### config.mk
export PLATFORM = sky130hd
export DESIGN_NAME = ibt_cell
export DESIGN_NICKNAME = d
export VERILOG_FILES = /design/src/rtl/timed_ip_ban_table_top_assert.svh /design/src/rtl/ibt_pkg.sv /design/src/rtl/ibt_cell.sv
export SDC_FILE = /design/constraint.sdc
export NUM_CORES = 1
export LEC_CHECK = 0
export BUFFER_PORTS_ARGS = -buffer_cell sky130_fd_sc_hd__buf_2
export CAP_MARGIN = 20
export CORE_ASPECT_RATIO = 2
export CORE_MARGIN = 8
export CORE_UTILIZATION = 46
export DETAILED_ROUTE_END_ITERATION = 7
export HOLD_SLACK_MARGIN = 0.12
export PLACE_DENSITY_LB_ADDON = 0.12
export SLEW_MARGIN = 20
export SYNTH_ARGS = -nofsm -noshare
export SYNTH_HDL_FRONTEND = slang
export SYNTH_SLANG_ARGS = --single-unit
export TNS_END_PERCENT = 30
### constraint.sdc
create_clock -name aclk -period 4.03 [get_ports aclk]
set_input_delay 0.403 -clock aclk [delete_from_list [all_inputs] [get_ports aclk]]
set_output_delay 0.403 -clock aclk [all_outputs]
set_load 0.005 [all_outputs]
### src/rtl/timed_ip_ban_table_top_assert.svh
// Assertion macros for the ban table RTL.
`ifndef TIMED_IP_BAN_TABLE_TOP_ASSERT_SVH
`define TIMED_IP_BAN_TABLE_TOP_ASSERT_SVH

// Check a property on every clock edge outside reset.
`define IBT_ASSERT(name, prop) \
    name: assert property (@(posedge aclk) disable iff (!aresetn) prop) \
        else $error("ibt assertion failed");

// Check a property on every clock edge, reset included.
`define IBT_ASSERT_ALWAYS(name, prop) \
    name: assert property (@(posedge aclk) prop) \
        else $error("ibt assertion failed");

`endif

### src/rtl/ibt_pkg.sv
// Types and constants for the timed IP ban table.
package ibt_pkg;

    localparam int TABLE_ENTRIES = 64;

    localparam logic OP_BAN    = 1'b0;
    localparam logic OP_LOOKUP = 1'b1;

    typedef struct packed {
        logic        opcode;
        logic [31:0] address;
        logic [30:0] duration;
        logic [31:0] now_seconds;
    } in_t;

    typedef struct packed {
        logic is_banned;
        logic was_updated;
        logic table_full;
    } out_t;

    // Item walking the cell chain; stamp holds the end time on a ban
    // and the current time on a lookup.
    typedef struct packed {
        logic        valid;
        logic        opcode;
        logic [31:0] address;
        logic [32:0] stamp;
        logic        hit;
        logic        updated;
        logic        banned;
    } tok_t;

endpackage

### src/rtl/ibt_cell.sv
// One table entry: compare, update or claim as the item passes by.
module ibt_cell
    import ibt_pkg::*;
(
    input  logic aclk,
    input  logic aresetn,
    input  tok_t tok_i,
    output tok_t tok_o,
    output logic entry_valid_o
);

    tok_t        tok_reg;
    tok_t        tok_next;
    logic        valid_reg;
    logic [31:0] addr_reg;
    logic [32:0] end_reg;
    logic        hit_here;
    logic        claim;

    assign hit_here = tok_i.valid && !tok_i.hit && valid_reg && (addr_reg == tok_i.address);
    assign claim    = tok_i.valid && !tok_i.hit && !valid_reg && (tok_i.opcode == OP_BAN);

    always_comb begin
        tok_next = tok_i;
        if (hit_here) begin
            tok_next.hit = 1'b1;
            if (tok_i.opcode == OP_BAN) begin
                tok_next.updated = 1'b1;
            end else begin
                tok_next.banned = (tok_i.stamp < end_reg);
            end
        end
        if (claim) begin
            tok_next.hit = 1'b1;
        end
    end

    always_ff @(posedge aclk) begin
        if (!aresetn) begin
            tok_reg   <= '0;
            valid_reg <= 1'b0;
        end else begin
            tok_reg <= tok_next;
            if (claim) begin
                valid_reg <= 1'b1;
            end
        end
    end

    always_ff @(posedge aclk) begin
        if (claim) begin
            addr_reg <= tok_i.address;
        end
        if (claim || (hit_here && (tok_i.opcode == OP_BAN))) begin
            end_reg <= tok_i.stamp;
        end
    end

    assign tok_o         = tok_reg;
    assign entry_valid_o = valid_reg;

endmodule
==> Implementation_results.wiki <==
{| class="wikitable"
! Metric !! Value
|-
| Status || finished clean
|-
| Pin count of the biggest net entering global routing || 72
|-
| Leak pwr || approximately 2.9 nW
|-
| Final total negative setup slack || 0 ps
|-
| Clk buf depth || 2
|-
| Antenna Cells || 0
|-
| Floorplan die width || around 90 µm
|-
| Crit path DAT || around 2500 ps
|-
| Sequential fraction of the synthesis area || between 60% and 70%
|-
| Fin Clk Skew || approximately 7.6 ps
|-
| Antenna violation net count after detailed routing || 0
|-
| Actual transition at the worst max-transition pin || 793 ps
|-
| Overall die area || about 0.015 mm²
|-
| Worst slew slack as a fraction of its limit || a little under half
|-
| Initial Util || between 40% and 50%
|-
| Critical Path Sink Type || flop
|-
| Gate count after technology mapping || about 380
|-
| Setup repair after global routing missed its margin || false
|-
| Capturing point of the worst reg2reg path || end_reg[26]$_DFFE_PP_
|-
| Cell Area, Synth || 0.00506 mm²
|-
| CTS H-Tree Depth || 4
|-
| Critical Path Fanout Max || 33
|-
| Aggregate routed wire length || around 11 mm
|-
| Synth cell count leaders || sky130_fd_sc_hd__dfxtp_1, sky130_fd_sc_hd__and2_1, sky130_fd_sc_hd__edfxtp_1
|-
| Leading cell type by number of instances after synthesis || sky130_fd_sc_hd__dfxtp_1
|-
| Gates resized, CTS repair || 0
|-
| Initial DRC count || approximately 100
|-
| Count of synthesis-stage warnings from yosys || 0
|-
| Remaining global-route overflow || 0
|-
| Internal reg-to-reg setup slack || about 1600 ps
|-
| Total number of vias || approximately 3.3k
|-
| Startpoint type of the worst setup path || flop
|-
| Length of the first detailed-routing pass in iterations || 6
|-
| Global-route total usage across every layer || around 15%
|-
| Total power density per cell area || a little over 500 mW/mm²
|-
| Synth-to-Final Area Change || 29.8%
|-
| Floorplan row count || 54
|-
| Maximum ir drop on the vdd rail || 0.326 mV
|-
| Number of flip-flops under the largest register name || 70
|-
| Post-layout min period || 2420 ps
|-
| CTS buffer count || 17
|-
| Via density per instance || approximately 4.7
|-
| HPWL Detailed || just over 8 mm
|-
| Number of endpoints failing setup at the final stage || 0
|-
| DRC viols || 0
|-
| Via count of the first global-routing pass || 3576
|-
| Post-route worst hold slack || 197 ps
|-
| Number of antenna violations at the first check in global routing || 0
|-
| Top-Level Pins || around 140
|-
| Clock transition at the registers of the reported paths || approximately 60 ps
|-
| Tot Pwr || approximately 0.0034 W
|-
| Hold_buf cts || 0
|-
| Top cell type's share of synthesized area || between 30 and 40%
|-
| Startpoint of the worst setup timing path || addr_reg[23]$_DFFE_PP_
|-
| CTS sink count || ~140
|-
| CP endpoint || end_reg[26]$_DFFE_PP_
|-
| CTS tree || done
|-
| Routability Congestion || between 0.7 and 0.8
|-
| Number of max-cap violations || 0
|-
| CP Class || reg -> reg
|-
| Cell taking the most area after synthesis || sky130_fd_sc_hd__edfxtp_1
|-
| Buffer count from post-CTS setup fixing || 0
|-
| Register bit count reported by yosys || roughly 140
|-
| Unique cell type count in the Yosys netlist || 28
|-
| Share of flip-flops with an asynchronous set or reset || 0%
|-
| Upper clock frequency limit || approximately 0.41 GHz
|-
| FF-to-FF path depth || 6
|-
| Proportion of layout cells with a drive suffix above 1 || about a third
|-
| Clock latency on the worst-skew pair || just over 400 ps
|-
| Height of the die || about 160 µm
|-
| Port Buffer Count || roughly 140
|-
| Hold Fails Final Rpt || 0
|-
| Number of enable-type register cells in the synthesized netlist || 65
|-
| Mapped Nets || a little under 500
|-
| Global-route wire length before repair || between 15 and 20 mm
|-
| Number of slew-limit violations in the final report || 0
|-
| Cell at the root of the clock tree || sky130_fd_sc_hd__clkbuf_16
|-
| Top post-synthesis cells by area || sky130_fd_sc_hd__edfxtp_1, sky130_fd_sc_hd__dfxtp_1, sky130_fd_sc_hd__and2_1
|-
| Final #Nets || approximately 640
|-
| Most frequently used flop master after synthesis || sky130_fd_sc_hd__dfxtp_1
|-
| Launching point of the worst reg2reg path || addr_reg[23]$_DFFE_PP_
|-
| Post-detailed-route wirelength per cell || ~16 µm
|-
| Average cell area after synthesis || ~13 µm²
|-
| Worst hold path class || in -> reg
|-
| Required time reported for the critical path endpoint || about 4100 ps
|-
| Core area || between 0.01 and 0.015 mm²
|-
| Post-route fraction of the period consumed by the critical path || between 60% and 70%
|}
[how the worst min path moves through the flow]
stage                                           from                          to  slack [ps]  cells past startpoint
after global routing                       tok_i[15]       end_reg[12]$_DFFE_PP_         180                      1
after global placement    entry_valid_o$_SDFFE_PN0P_  entry_valid_o$_SDFFE_PN0P_         550                      1
after floorplan                            tok_i[36]       addr_reg[0]$_DFFE_PP_         500                      0
after CTS                                  tok_i[24]       end_reg[21]$_DFFE_PP_         180                      1
after detailed placement  entry_valid_o$_SDFFE_PN0P_  entry_valid_o$_SDFFE_PN0P_         580                      1
final                                      tok_i[14]       end_reg[11]$_DFFE_PP_         200                      1
[worst max-delay path: stages, from the launching register on]
cell and delay (ps):
sky130_fd_sc_hd__edfxtp_1 390, sky130_fd_sc_hd__xnor2_1 160, sky130_fd_sc_hd__nand4_1 160, sky130_fd_sc_hd__nor4_1 320
sky130_fd_sc_hd__nand3_1 200, sky130_fd_sc_hd__nor2_1 160, sky130_fd_sc_hd__or2_2 660
[area by class of cell]
type | instances | area [µm²]
fill | 902 | 4240
timing repair buffer | 144 | 726
clock buffer | 21 | 450
multi-input combinational | 203 | 1540
sequential | 136 | 3370
inverter | 35 | 131
tap | 140 | 175
clock inverter | 11 | 173
[layout by cell type, fill, tap and decap left out, types with 2 or more instances in the layout]
master	n
sky130_fd_sc_hd__a211oi_1	2
sky130_fd_sc_hd__a21o_1	7
sky130_fd_sc_hd__a21oi_1	13
sky130_fd_sc_hd__and2_1	65
sky130_fd_sc_hd__buf_2	142
sky130_fd_sc_hd__buf_4	2
sky130_fd_sc_hd__bufinv_16	4
sky130_fd_sc_hd__clkbuf_1	3
sky130_fd_sc_hd__clkbuf_16	17
sky130_fd_sc_hd__clkinv_2	2
sky130_fd_sc_hd__clkinv_4	3
sky130_fd_sc_hd__dfxtp_1	71
sky130_fd_sc_hd__edfxtp_1	65
sky130_fd_sc_hd__ha_1	32
sky130_fd_sc_hd__inv_1	35
sky130_fd_sc_hd__nand2_1	8
sky130_fd_sc_hd__nand3_1	4
sky130_fd_sc_hd__nand4_1	14
sky130_fd_sc_hd__nor2_1	6
sky130_fd_sc_hd__nor3_1	2
sky130_fd_sc_hd__nor4_1	2
sky130_fd_sc_hd__o211ai_1	2
sky130_fd_sc_hd__o21a_1	2
sky130_fd_sc_hd__o21ai_0	3
sky130_fd_sc_hd__xnor2_1	31
[through the flow]
step                util (%)  cells  area, µm²  worst slack, ps
detailed placement      55.0    658       5940             1390
CTS                     60.7    690       6570             1510
finish                  60.7    690       6570             1610
global route            60.7    690       6570             1390
floorplan                  -    381       5060             1040
global placement        55.0    658       5940             1430
[routing by layer]
| metal | share of wire, % | track usage, % | vias to the layer above |
|---|---|---|---|
| met3 | 7.5 | 7.19 | 15 |
| li1 | - | - | 1616 |
| met2 | 54 | 27.4 | 110 |
| met1 | 37 | 14.3 | 1519 |
| met5 | 0 | 0 | - |
| met4 | 1.7 | 7.09 | 0 |
[logic make-up (layout without fill, tap and decap cells)]
kind of cell    count (synthesis)  in the layout  synth area share [%]
flops                         136            136                  66.7
simple gates                  106            106                  12.6
buf+inv                        42            211                  3.12
compound gates                 33             33                  4.11
fa+ha+maj                      32             32                  7.92
xor+xnor                       32             32                  5.54
[power breakdown]
part / total [W] / internal, W / switching (W)
clock network: 0.00162 / 0.00105 / 0.000561
logic: 0.000225 / 0.000109 / 0.000116
registers: 0.00152 / 0.00151 / 0.0000148
total: 0.00336 / 0.00267 / 0.000692
No activity file was read; power rests on OpenSTA's default activity.
